==> src/rtl/dspa_pkg.sv <==
package dspa_pkg;

    // Operation codes carried by the mode field.
    localparam logic [1:0] MODE_RESERVE = 2'd0;
    localparam logic [1:0] MODE_RELEASE = 2'd1;
    localparam logic [1:0] MODE_TEST    = 2'd2;
    localparam logic [1:0] MODE_CLEAR   = 2'd3;

    // Result status codes.
    localparam logic [1:0] ST_OK     = 2'd0;
    localparam logic [1:0] ST_FULL   = 2'd1;
    localparam logic [1:0] ST_NOTOCC = 2'd2;

    // Microprogram addresses.
    typedef logic [3:0] t_step;
    localparam t_step S_IDLE = 4'd0;
    localparam t_step S_INIT = 4'd1;
    localparam t_step S_RSV  = 4'd2;
    localparam t_step S_RSV2 = 4'd3;
    localparam t_step S_CHK  = 4'd4;
    localparam t_step S_CHK2 = 4'd5;
    localparam t_step S_CHK3 = 4'd6;
    localparam t_step S_TST  = 4'd7;
    localparam t_step S_REL1 = 4'd8;
    localparam t_step S_REL2 = 4'd9;
    localparam t_step S_CLR  = 4'd10;

    typedef enum logic [2:0] {
        C_NONE     = 3'd0,
        C_INIT_END = 3'd1,
        C_FULL     = 3'd2,
        C_SLOT_OOR = 3'd3,
        C_HOLE_OOR = 3'd4,
        C_MISMATCH = 3'd5,
        C_IS_TEST  = 3'd6
    } t_cond;

    typedef enum logic [2:0] {
        SAP_NONE    = 3'd0,
        SAP_RD_CNT  = 3'd1,
        SAP_RD_HOLE = 3'd2,
        SAP_RD_LAST = 3'd3,
        SAP_WR_HOLE = 3'd4,
        SAP_WR_LAST = 3'd5,
        SAP_WR_INIT = 3'd6
    } t_sap_op;

    typedef enum logic [2:0] {
        POS_NONE        = 3'd0,
        POS_RD_SLOT     = 3'd1,
        POS_WR_LASTSLOT = 3'd2,
        POS_WR_SLOT     = 3'd3,
        POS_WR_INIT     = 3'd4
    } t_pos_op;

    typedef enum logic [1:0] {
        CNT_HOLD = 2'd0,
        CNT_INC  = 2'd1,
        CNT_DEC  = 2'd2,
        CNT_ZERO = 2'd3
    } t_cnt_op;

    // One control word. When the condition holds the sequencer jumps to idle;
    // a failing condition also suppresses every side effect of the step.
    typedef struct packed {
        t_step      nxt;
        t_cond      cond;
        logic       cond_fail;
        logic       jump_emits;
        logic [1:0] fail_status;
        logic       done;
        t_sap_op    sap_op;
        t_pos_op    pos_op;
        t_cnt_op    cnt_op;
        logic       ld_hole;
        logic       ld_given;
        logic       init_inc;
    } t_ctl;

    function automatic t_ctl ctl_rom(input t_step step);
        t_ctl c;
        c = '0;
        c.nxt         = S_IDLE;
        c.cond        = C_NONE;
        c.fail_status = ST_OK;
        c.sap_op      = SAP_NONE;
        c.pos_op      = POS_NONE;
        c.cnt_op      = CNT_HOLD;
        case (step)
            S_INIT: begin
                c.nxt      = S_INIT;
                c.cond     = C_INIT_END;
                c.sap_op   = SAP_WR_INIT;
                c.pos_op   = POS_WR_INIT;
                c.init_inc = 1'b1;
            end
            S_RSV: begin
                c.nxt         = S_RSV2;
                c.cond        = C_FULL;
                c.cond_fail   = 1'b1;
                c.jump_emits  = 1'b1;
                c.fail_status = ST_FULL;
                c.sap_op      = SAP_RD_CNT;
            end
            S_RSV2: begin
                c.done     = 1'b1;
                c.ld_given = 1'b1;
                c.cnt_op   = CNT_INC;
            end
            S_CHK: begin
                c.nxt         = S_CHK2;
                c.cond        = C_SLOT_OOR;
                c.cond_fail   = 1'b1;
                c.jump_emits  = 1'b1;
                c.fail_status = ST_NOTOCC;
                c.pos_op      = POS_RD_SLOT;
            end
            S_CHK2: begin
                c.nxt         = S_CHK3;
                c.cond        = C_HOLE_OOR;
                c.cond_fail   = 1'b1;
                c.jump_emits  = 1'b1;
                c.fail_status = ST_NOTOCC;
                c.sap_op      = SAP_RD_HOLE;
                c.ld_hole     = 1'b1;
            end
            S_CHK3: begin
                c.nxt         = S_TST;
                c.cond        = C_MISMATCH;
                c.cond_fail   = 1'b1;
                c.jump_emits  = 1'b1;
                c.fail_status = ST_NOTOCC;
            end
            S_TST: begin
                c.nxt        = S_REL1;
                c.cond       = C_IS_TEST;
                c.jump_emits = 1'b1;
                c.sap_op     = SAP_RD_LAST;
            end
            S_REL1: begin
                c.nxt    = S_REL2;
                c.sap_op = SAP_WR_HOLE;
                c.pos_op = POS_WR_LASTSLOT;
            end
            S_REL2: begin
                c.done   = 1'b1;
                c.sap_op = SAP_WR_LAST;
                c.pos_op = POS_WR_SLOT;
                c.cnt_op = CNT_DEC;
            end
            S_CLR: begin
                c.done   = 1'b1;
                c.cnt_op = CNT_ZERO;
            end
            default: begin
                c.nxt = S_IDLE;
            end
        endcase
        return c;
    endfunction

    function automatic t_step entry_step(input logic [1:0] mode);
        t_step s;
        s = S_CLR;
        case (mode)
            MODE_RESERVE: s = S_RSV;
            MODE_RELEASE: s = S_CHK;
            MODE_TEST:    s = S_CHK;
            MODE_CLEAR:   s = S_CLR;
            default:      s = S_CLR;
        endcase
        return s;
    endfunction

endpackage

==> src/rtl/dense_slot_pool_allocator_core.sv <==
// Fixed-capacity slot pool with swap-remove release. The pool keeps a dense
// list of slot numbers and, per slot, its back-index into that list; the first
// "occupied" list entries are the slots in use. A reserve hands out the list
// entry at the occupied count, a release moves the last occupied entry into
// the freed position, a test reports whether a slot is in use, and a clear
// zeroes the count while keeping the list order. Every input beat produces
// exactly one result beat. The block runs one item at a time under a small
// microprogram and takes a new beat only once back at idle; how long an item
// takes is set by the sequence of accesses to the two single-port list
// memories; a reserve ends early when full, and a test or release when the
// slot turns out not to be occupied. While a result is stalled at the
// output, the next step that produces a result is held. After reset a
// clearing pass loads entry i of both memories with i for every i below
// SLOTS; input beats are stalled during that pass, while capacity writes
// are taken at any time. Capacity values above SLOTS behave as SLOTS, and a
// capacity of zero makes every reserve report full.
module dense_slot_pool_allocator_core
    import dspa_pkg::*;
#(
    parameter int SLOTS = 64
) (
    input  logic       i_clk,
    input  logic       i_rst_n,
    input  logic       i_cfg_we,
    input  logic [6:0] i_cfg_data,
    input  logic       i_in_valid,
    output logic       o_in_stall,
    input  logic [1:0] i_mode,
    input  logic [5:0] i_slot,
    output logic       o_out_valid,
    input  logic       i_out_stall,
    output logic [1:0] o_status,
    output logic [5:0] o_given_slot,
    output logic [5:0] o_position,
    output logic [6:0] o_occupied
);

    // Position and slot numbers need PW bits, the occupied count CW bits.
    // EW is wide enough for every compare against the 6- and 7-bit ports.
    localparam int PW = (SLOTS > 1) ? $clog2(SLOTS) : 1;
    localparam int CW = $clog2(SLOTS + 1);
    localparam int EW = (CW > 7) ? CW : 7;

    // Architectural state and datapath registers.
    logic [6:0]    r_cap;
    logic [CW-1:0] r_cnt;
    logic [CW-1:0] n_cnt;
    t_step         r_step;
    t_step         n_step;
    logic [PW-1:0] r_init_idx;
    logic [1:0]    r_mode;
    logic [5:0]    r_slot;
    logic [PW-1:0] r_hole;
    logic [PW-1:0] r_sap_q;
    logic [PW-1:0] r_pos_q;

    // Output register.
    logic          r_out_valid;
    logic [1:0]    r_status;
    logic [PW-1:0] r_given;
    logic [PW-1:0] r_position;
    logic [CW-1:0] r_occupied;

    // The two list memories.
    logic [PW-1:0] sap_mem [SLOTS];
    logic [PW-1:0] pos_mem [SLOTS];

    t_ctl          ctl;
    logic          cond_true;
    logic          emit;
    logic          advance;
    logic          run;
    logic          effects;
    logic          in_accept;

    logic [EW-1:0] slot_ext;
    logic [EW-1:0] cap_ext;
    logic [EW-1:0] slots_ext;
    logic [EW-1:0] cap_use;
    logic [CW-1:0] cnt_m1;
    logic [PW-1:0] slot_addr;

    logic          sap_re;
    logic          sap_we;
    logic [PW-1:0] sap_addr;
    logic [PW-1:0] sap_wd;
    logic          pos_re;
    logic          pos_we;
    logic [PW-1:0] pos_addr;
    logic [PW-1:0] pos_wd;

    logic [EW-1:0] given_ext;
    logic [EW-1:0] position_ext;
    logic [EW-1:0] occupied_ext;

    // The control word for the current step comes from the microprogram.
    assign ctl = ctl_rom(r_step);

    assign slot_ext  = EW'(r_slot);
    assign slot_addr = slot_ext[PW-1:0];
    assign cap_ext   = EW'(r_cap);
    assign slots_ext = EW'(SLOTS);
    assign cap_use   = (cap_ext > slots_ext) ? slots_ext : cap_ext;
    assign cnt_m1    = r_cnt - CW'(1);

    // Jump conditions. Each one looks at a register or at the data that the
    // previous step read from a memory.
    always_comb begin
        case (ctl.cond)
            C_NONE:     cond_true = 1'b0;
            C_INIT_END: cond_true = (r_init_idx == PW'(SLOTS - 1));
            C_FULL:     cond_true = (EW'(r_cnt) >= cap_use);
            C_SLOT_OOR: cond_true = (slot_ext >= slots_ext);
            C_HOLE_OOR: cond_true = (CW'(r_pos_q) >= r_cnt);
            C_MISMATCH: cond_true = (EW'(r_sap_q) != slot_ext);
            C_IS_TEST:  cond_true = (r_mode == MODE_TEST);
            default:    cond_true = 1'b0;
        endcase
    end

    // A step that produces a result waits while the previous result is still
    // held at the output; the whole step is frozen, side effects included.
    assign emit       = (r_step != S_IDLE) && (ctl.done || (cond_true && ctl.jump_emits));
    assign advance    = !(emit && r_out_valid && i_out_stall);
    assign run        = (r_step != S_IDLE) && advance;
    assign effects    = run && !(cond_true && ctl.cond_fail);
    assign o_in_stall = (r_step != S_IDLE);
    assign in_accept  = i_in_valid && !o_in_stall;

    // Dense list port.
    always_comb begin
        sap_re   = 1'b0;
        sap_we   = 1'b0;
        sap_addr = r_init_idx;
        sap_wd   = r_init_idx;
        case (ctl.sap_op)
            SAP_NONE: begin
                sap_re = 1'b0;
            end
            SAP_RD_CNT: begin
                sap_re   = effects;
                sap_addr = r_cnt[PW-1:0];
            end
            SAP_RD_HOLE: begin
                sap_re   = effects;
                sap_addr = r_pos_q;
            end
            SAP_RD_LAST: begin
                sap_re   = effects;
                sap_addr = cnt_m1[PW-1:0];
            end
            SAP_WR_HOLE: begin
                sap_we   = effects;
                sap_addr = r_hole;
                sap_wd   = r_sap_q;
            end
            SAP_WR_LAST: begin
                sap_we   = effects;
                sap_addr = cnt_m1[PW-1:0];
                sap_wd   = slot_addr;
            end
            SAP_WR_INIT: begin
                sap_we   = effects;
                sap_addr = r_init_idx;
                sap_wd   = r_init_idx;
            end
            default: begin
                sap_re = 1'b0;
            end
        endcase
    end

    // Back-index port.
    always_comb begin
        pos_re   = 1'b0;
        pos_we   = 1'b0;
        pos_addr = r_init_idx;
        pos_wd   = r_init_idx;
        case (ctl.pos_op)
            POS_NONE: begin
                pos_re = 1'b0;
            end
            POS_RD_SLOT: begin
                pos_re   = effects;
                pos_addr = slot_addr;
            end
            POS_WR_LASTSLOT: begin
                pos_we   = effects;
                pos_addr = r_sap_q;
                pos_wd   = r_hole;
            end
            POS_WR_SLOT: begin
                pos_we   = effects;
                pos_addr = slot_addr;
                pos_wd   = cnt_m1[PW-1:0];
            end
            POS_WR_INIT: begin
                pos_we   = effects;
                pos_addr = r_init_idx;
                pos_wd   = r_init_idx;
            end
            default: begin
                pos_re = 1'b0;
            end
        endcase
    end

    always_ff @(posedge i_clk) begin
        if (sap_we) begin
            sap_mem[sap_addr] <= sap_wd;
        end
        if (sap_re) begin
            r_sap_q <= sap_mem[sap_addr];
        end
    end

    always_ff @(posedge i_clk) begin
        if (pos_we) begin
            pos_mem[pos_addr] <= pos_wd;
        end
        if (pos_re) begin
            r_pos_q <= pos_mem[pos_addr];
        end
    end

    // Count update and step sequencing.
    always_comb begin
        n_cnt = r_cnt;
        if (effects) begin
            case (ctl.cnt_op)
                CNT_HOLD: n_cnt = r_cnt;
                CNT_INC:  n_cnt = r_cnt + CW'(1);
                CNT_DEC:  n_cnt = cnt_m1;
                CNT_ZERO: n_cnt = '0;
                default:  n_cnt = r_cnt;
            endcase
        end
    end

    always_comb begin
        n_step = r_step;
        if (r_step == S_IDLE) begin
            if (in_accept) begin
                n_step = entry_step(i_mode);
            end
        end else if (advance) begin
            n_step = cond_true ? S_IDLE : ctl.nxt;
        end
    end

    always_ff @(posedge i_clk) begin
        if (!i_rst_n) begin
            r_step      <= S_INIT;
            r_init_idx  <= '0;
            r_cnt       <= '0;
            r_cap       <= 7'd64;
            r_out_valid <= 1'b0;
        end else begin
            r_step <= n_step;
            r_cnt  <= n_cnt;
            if (effects && ctl.init_inc) begin
                r_init_idx <= r_init_idx + PW'(1);
            end
            if (i_cfg_we) begin
                r_cap <= i_cfg_data;
            end
            if (run && emit) begin
                r_out_valid <= 1'b1;
            end else if (!i_out_stall) begin
                r_out_valid <= 1'b0;
            end
        end
    end

    // Item and result payload registers.
    always_ff @(posedge i_clk) begin
        if (in_accept) begin
            r_mode <= i_mode;
            r_slot <= i_slot;
        end
        if (effects && ctl.ld_hole) begin
            r_hole <= r_pos_q;
        end
        if (run && emit) begin
            r_status   <= (cond_true && ctl.cond_fail) ? ctl.fail_status : ST_OK;
            r_given    <= ctl.ld_given ? r_sap_q : '0;
            r_position <= ctl.ld_given ? r_cnt[PW-1:0] : '0;
            r_occupied <= n_cnt;
        end
    end

    assign given_ext    = EW'(r_given);
    assign position_ext = EW'(r_position);
    assign occupied_ext = EW'(r_occupied);

    assign o_out_valid  = r_out_valid;
    assign o_status     = r_status;
    assign o_given_slot = given_ext[5:0];
    assign o_position   = position_ext[5:0];
    assign o_occupied   = occupied_ext[6:0];

    // An accepted beat always starts a microprogram.
    a_accept_starts: assert property (@(posedge i_clk) disable iff (!i_rst_n)
        in_accept |=> (r_step != S_IDLE))
        else $error("accepted beat did not start a program");

    // The occupied count never goes beyond the built size.
    a_cnt_bound: assert property (@(posedge i_clk) disable iff (!i_rst_n)
        EW'(r_cnt) <= slots_ext)
        else $error("occupied count beyond pool size");

    // A result step that meets a stalled output register holds its place.
    a_emit_hold: assert property (@(posedge i_clk) disable iff (!i_rst_n)
        (emit && r_out_valid && i_out_stall) |=> $stable(r_step) && $stable(r_cnt))
        else $error("sequencer moved while its result was blocked");

    // The clearing pass runs once after reset and is never re-entered.
    a_init_once: assert property (@(posedge i_clk) disable iff (!i_rst_n)
        (r_step != S_INIT) |=> (r_step != S_INIT))
        else $error("clearing pass re-entered");

endmodule

==> config.mk <==
export PLATFORM = sky130hd
export DESIGN_NAME = dense_slot_pool_allocator_core
export DESIGN_NICKNAME = d
export VERILOG_FILES = /design/src/rtl/dspa_pkg.sv /design/src/rtl/dense_slot_pool_allocator_core.sv
export SDC_FILE = /design/constraint.sdc
export NUM_CORES = 1
export LEC_CHECK = 0
export BUFFER_PORTS_ARGS = -buffer_cell sky130_fd_sc_hd__buf_2
export CORE_ASPECT_RATIO = 0.6
export CORE_MARGIN = 3
export CORE_UTILIZATION = 45
export DETAILED_ROUTE_END_ITERATION = 12
export SYNTH_ARGS = -nofsm -noshare
export SYNTH_HDL_FRONTEND = slang
export SYNTH_SLANG_ARGS = --single-unit
==> constraint.sdc <==
create_clock -name i_clk -period 5.6 [get_ports i_clk]
set_clock_uncertainty 0.15 [all_clocks]
set_input_delay 0.84 -clock i_clk [delete_from_list [all_inputs] [get_ports i_clk]]
set_output_delay 0.84 -clock i_clk [all_outputs]
set_load 0.01 [all_outputs]
==> results.toml <==
[placement]
io_buffers = 42
gp_congestion = 0.9636
dp_hpwl_mm = 71.45

[clock_network]
cts.sinks = 840
numCtsBuffers = 77
postCtsSetupRepairBufs = 0
cts_root_buf = "clkbuf_16"
clock_path_buffers = 3
cts_max_level = 3
clkLatencyLatePin_ns = 0.65
ctsHoldBuffers = 0
post_cts_resized = 0
path_clk_slew_ns = 0.07
cts_tree = "built"

[worst_setup_path]
crit_chain = "and4bb_4 -> and2_1 -> or4_2 -> nor3_4 -> buf_4 -> nand2_1 -> nor3_1"
slowest_stage = "or4_2"
slowest_delay_ns = 1.04
cp.arrival_ns = 5.35
critPathRequiredTime_ns = 5.72
end_kind = "register"
crit_type = "reg2reg"
critPathLaunchType = "register"
path_max_fanout = 24

[hold_path]
hold_class = "in2reg"

[timing]
tns_ns = 0
rsz0062_at_grt = "no"
period_share_pct = 93.43
worst_slew_pin_slew_ns = 1.323
finalHoldViolations = 0
setup_viol = 0
fmax_ghz = 0.1911
slew_headroom_pct = 11.43
whs_ns = 0.2777
min_period_ns = 5.232
report.final.slew_viol_count = 0

[yosys]
yosysSeqAreaShare_pct = 72.18
synth_top_area_cell = "edfxtp_1"
syn_inst = 2324
synth_cell_types = 95
synth_warnings = 0
yosys_register_bits = 840
netlist_area_um2 = 34600
synth.net_count = 2361
syn_avg_cell_area_um2 = 14.89
ys_async_sr_fraction_pct = 0
ys.flop_type = "edfxtp_1"
synth_edf_count = 815
yosys-top-cells-area = "edfxtp_1 (71%), mux2i_1 (3.3%), nor3_1 (2.2%)"
synth.top_cell.area_share_pct = 70.73

[route]
num_vias = 22820
drcViolationCount = 0
wl_per_cell_um = 30.22
avgViaCountPerCell = 6.467
antenna_left = 0
drt_iter0_markers = 3415
wl_mm = 106.6
drt-pass1-iter-count = 7

[finish]
layout_commonest_cell = "edfxtp_1"
final_util_pct = 51.99
drive_above_1_share_pct = 16.97
layout_common_cells = "edfxtp_1 (815), nand2_1 (192), buf_4 (175)"
area_delta_synth_final_pct = 13.94
diodes = 0
final_nets = 2508

[power_and_ir_drop]
leakagePower_nw = 13.04
ir_drop_v = 0.0003045
powerDensity_nw_per_um2 = 543.1

[global_routing]
grt_pass1_wl_mm = 153.6
grt_usage_pct = 26.52
grt_start_max_net_pins = 67
grt_pass1_vias = 21420
antenna_found_initial = 0
grt_overflow = 0

[floorplanning]
ios = 43
die_h_um = 220.8
floorplan.die_area_um2 = 80360
core_area_um2 = 75830
start_util_pct = 45.63
dieWidth_um = 364.0
fp-row-count = 78

[outcome]
outcome = "finished clean"

[job]
maxCapViolCount = 0
## routing by layer
metal | wire (um) | share of wire (%) | global-route usage, % | vias up
li1 | - | - | - | 9581
met1 | 47900 | 45 | 41.88 | 11550
met2 | 39450 | 37 | 32.26 | 1539
met3 | 17290 | 16 | 12.25 | 149
met4 | 1848 | 1.7 | 5.548 | 2
met5 | 113 | 0.11 | 1.010 | -
## worst max-delay path, delay by kind of cell (launching register included)
kind                   cells  cell delay, ns
AND/OR/NAND/NOR            6            3.39
flip-flops                 1            0.82
buffers and inverters      1            0.50
## flip-flops by register name (all words and copies together), names as in the netlist
signal,cells
pos_mem,384
sap_mem,384
cap_ext,7
o_occupied,7
r_cnt,7
o_given_slot,6
o_position,6
r_hole,6
r_init_idx,6
r_pos_q,6
r_sap_q,6
r_slot,6
r_step,4
o_status,2
r_mode,2
o_out_valid,1
## kinds of logic (layout without fill, tap and decap cells)
group / Yosys count / in the layout / share of synthesized area, %
flops: 840 / 840 / 72.18
simple gates: 612 / 612 / 8.733
compound gates: 516 / 516 / 11.00
buf+inv: 172 / 376 / 2.329
mux: 152 / 152 / 4.759
fa+ha+maj: 17 / 17 / 0.6147
xor+xnor: 15 / 15 / 0.3797
## final cells by class
type	instances	area [um^2]
clock inverters	40	346.6
fillers	6243	36410
clock buffers	96	2051
multi-input cells	1312	9044
inverters	14	52.55
repair buffers	226	1704
flip-flops and latches	840	24970
well taps	1000	1251
## final timing paths
check | startpoint | endpoint | slack, ns | cells after the start
setup / recovery | r_step[2] | pos_mem[34][4] | 0.37 | 7
hold / removal | i_mode[1] | r_mode[1] | 0.28 | 1
setup reg to reg | r_step[2] | pos_mem[34][4] | 0.37 | 7
hold reg to reg | cap_ext[4] | cap_ext[4] | 0.35 | 2
## cells in the mapped netlist, drive strengths merged (10+ instances only)
cell / n
edfxtp: 815
nor2: 80
clkbuf: 65
nand3: 73
buf: 93
nor3: 155
and2: 11
dfxtp: 25
o21ai: 63
a31oi: 43
o22ai: 18
a22oi: 83
nand2b: 11
a21oi: 92
nand2: 195
mux2: 30
a222oi: 15
and3: 24
mux2i: 115
xnor2: 10
o2bb2ai: 11
inv: 13
a22o: 38
a221oi: 47
ha: 17
## where the power goes
group / switching (W) / internal (W)
combinational: 0.00579 / 0.00246
sequential: 0.000222 / 0.00778
clock: 0.00232 / 0.00284
## metrics by stage
step	setup slack [ns]	power [W]	cell area, um^2	cells
6_report	0.3681	0.02141	39420	3528
5_1_grt	0.1713	0.02214	39420	3528
4_1_cts	0.5279	0.02122	39420	3528
3_5_place_dp	0.5603	0.01610	37030	3392
3_3_place_gp	0.7263	0.01601	37030	3392
2_1_floorplan	0.7033	0.01277	34600	2324
Power figures use the tool's default switching activity.
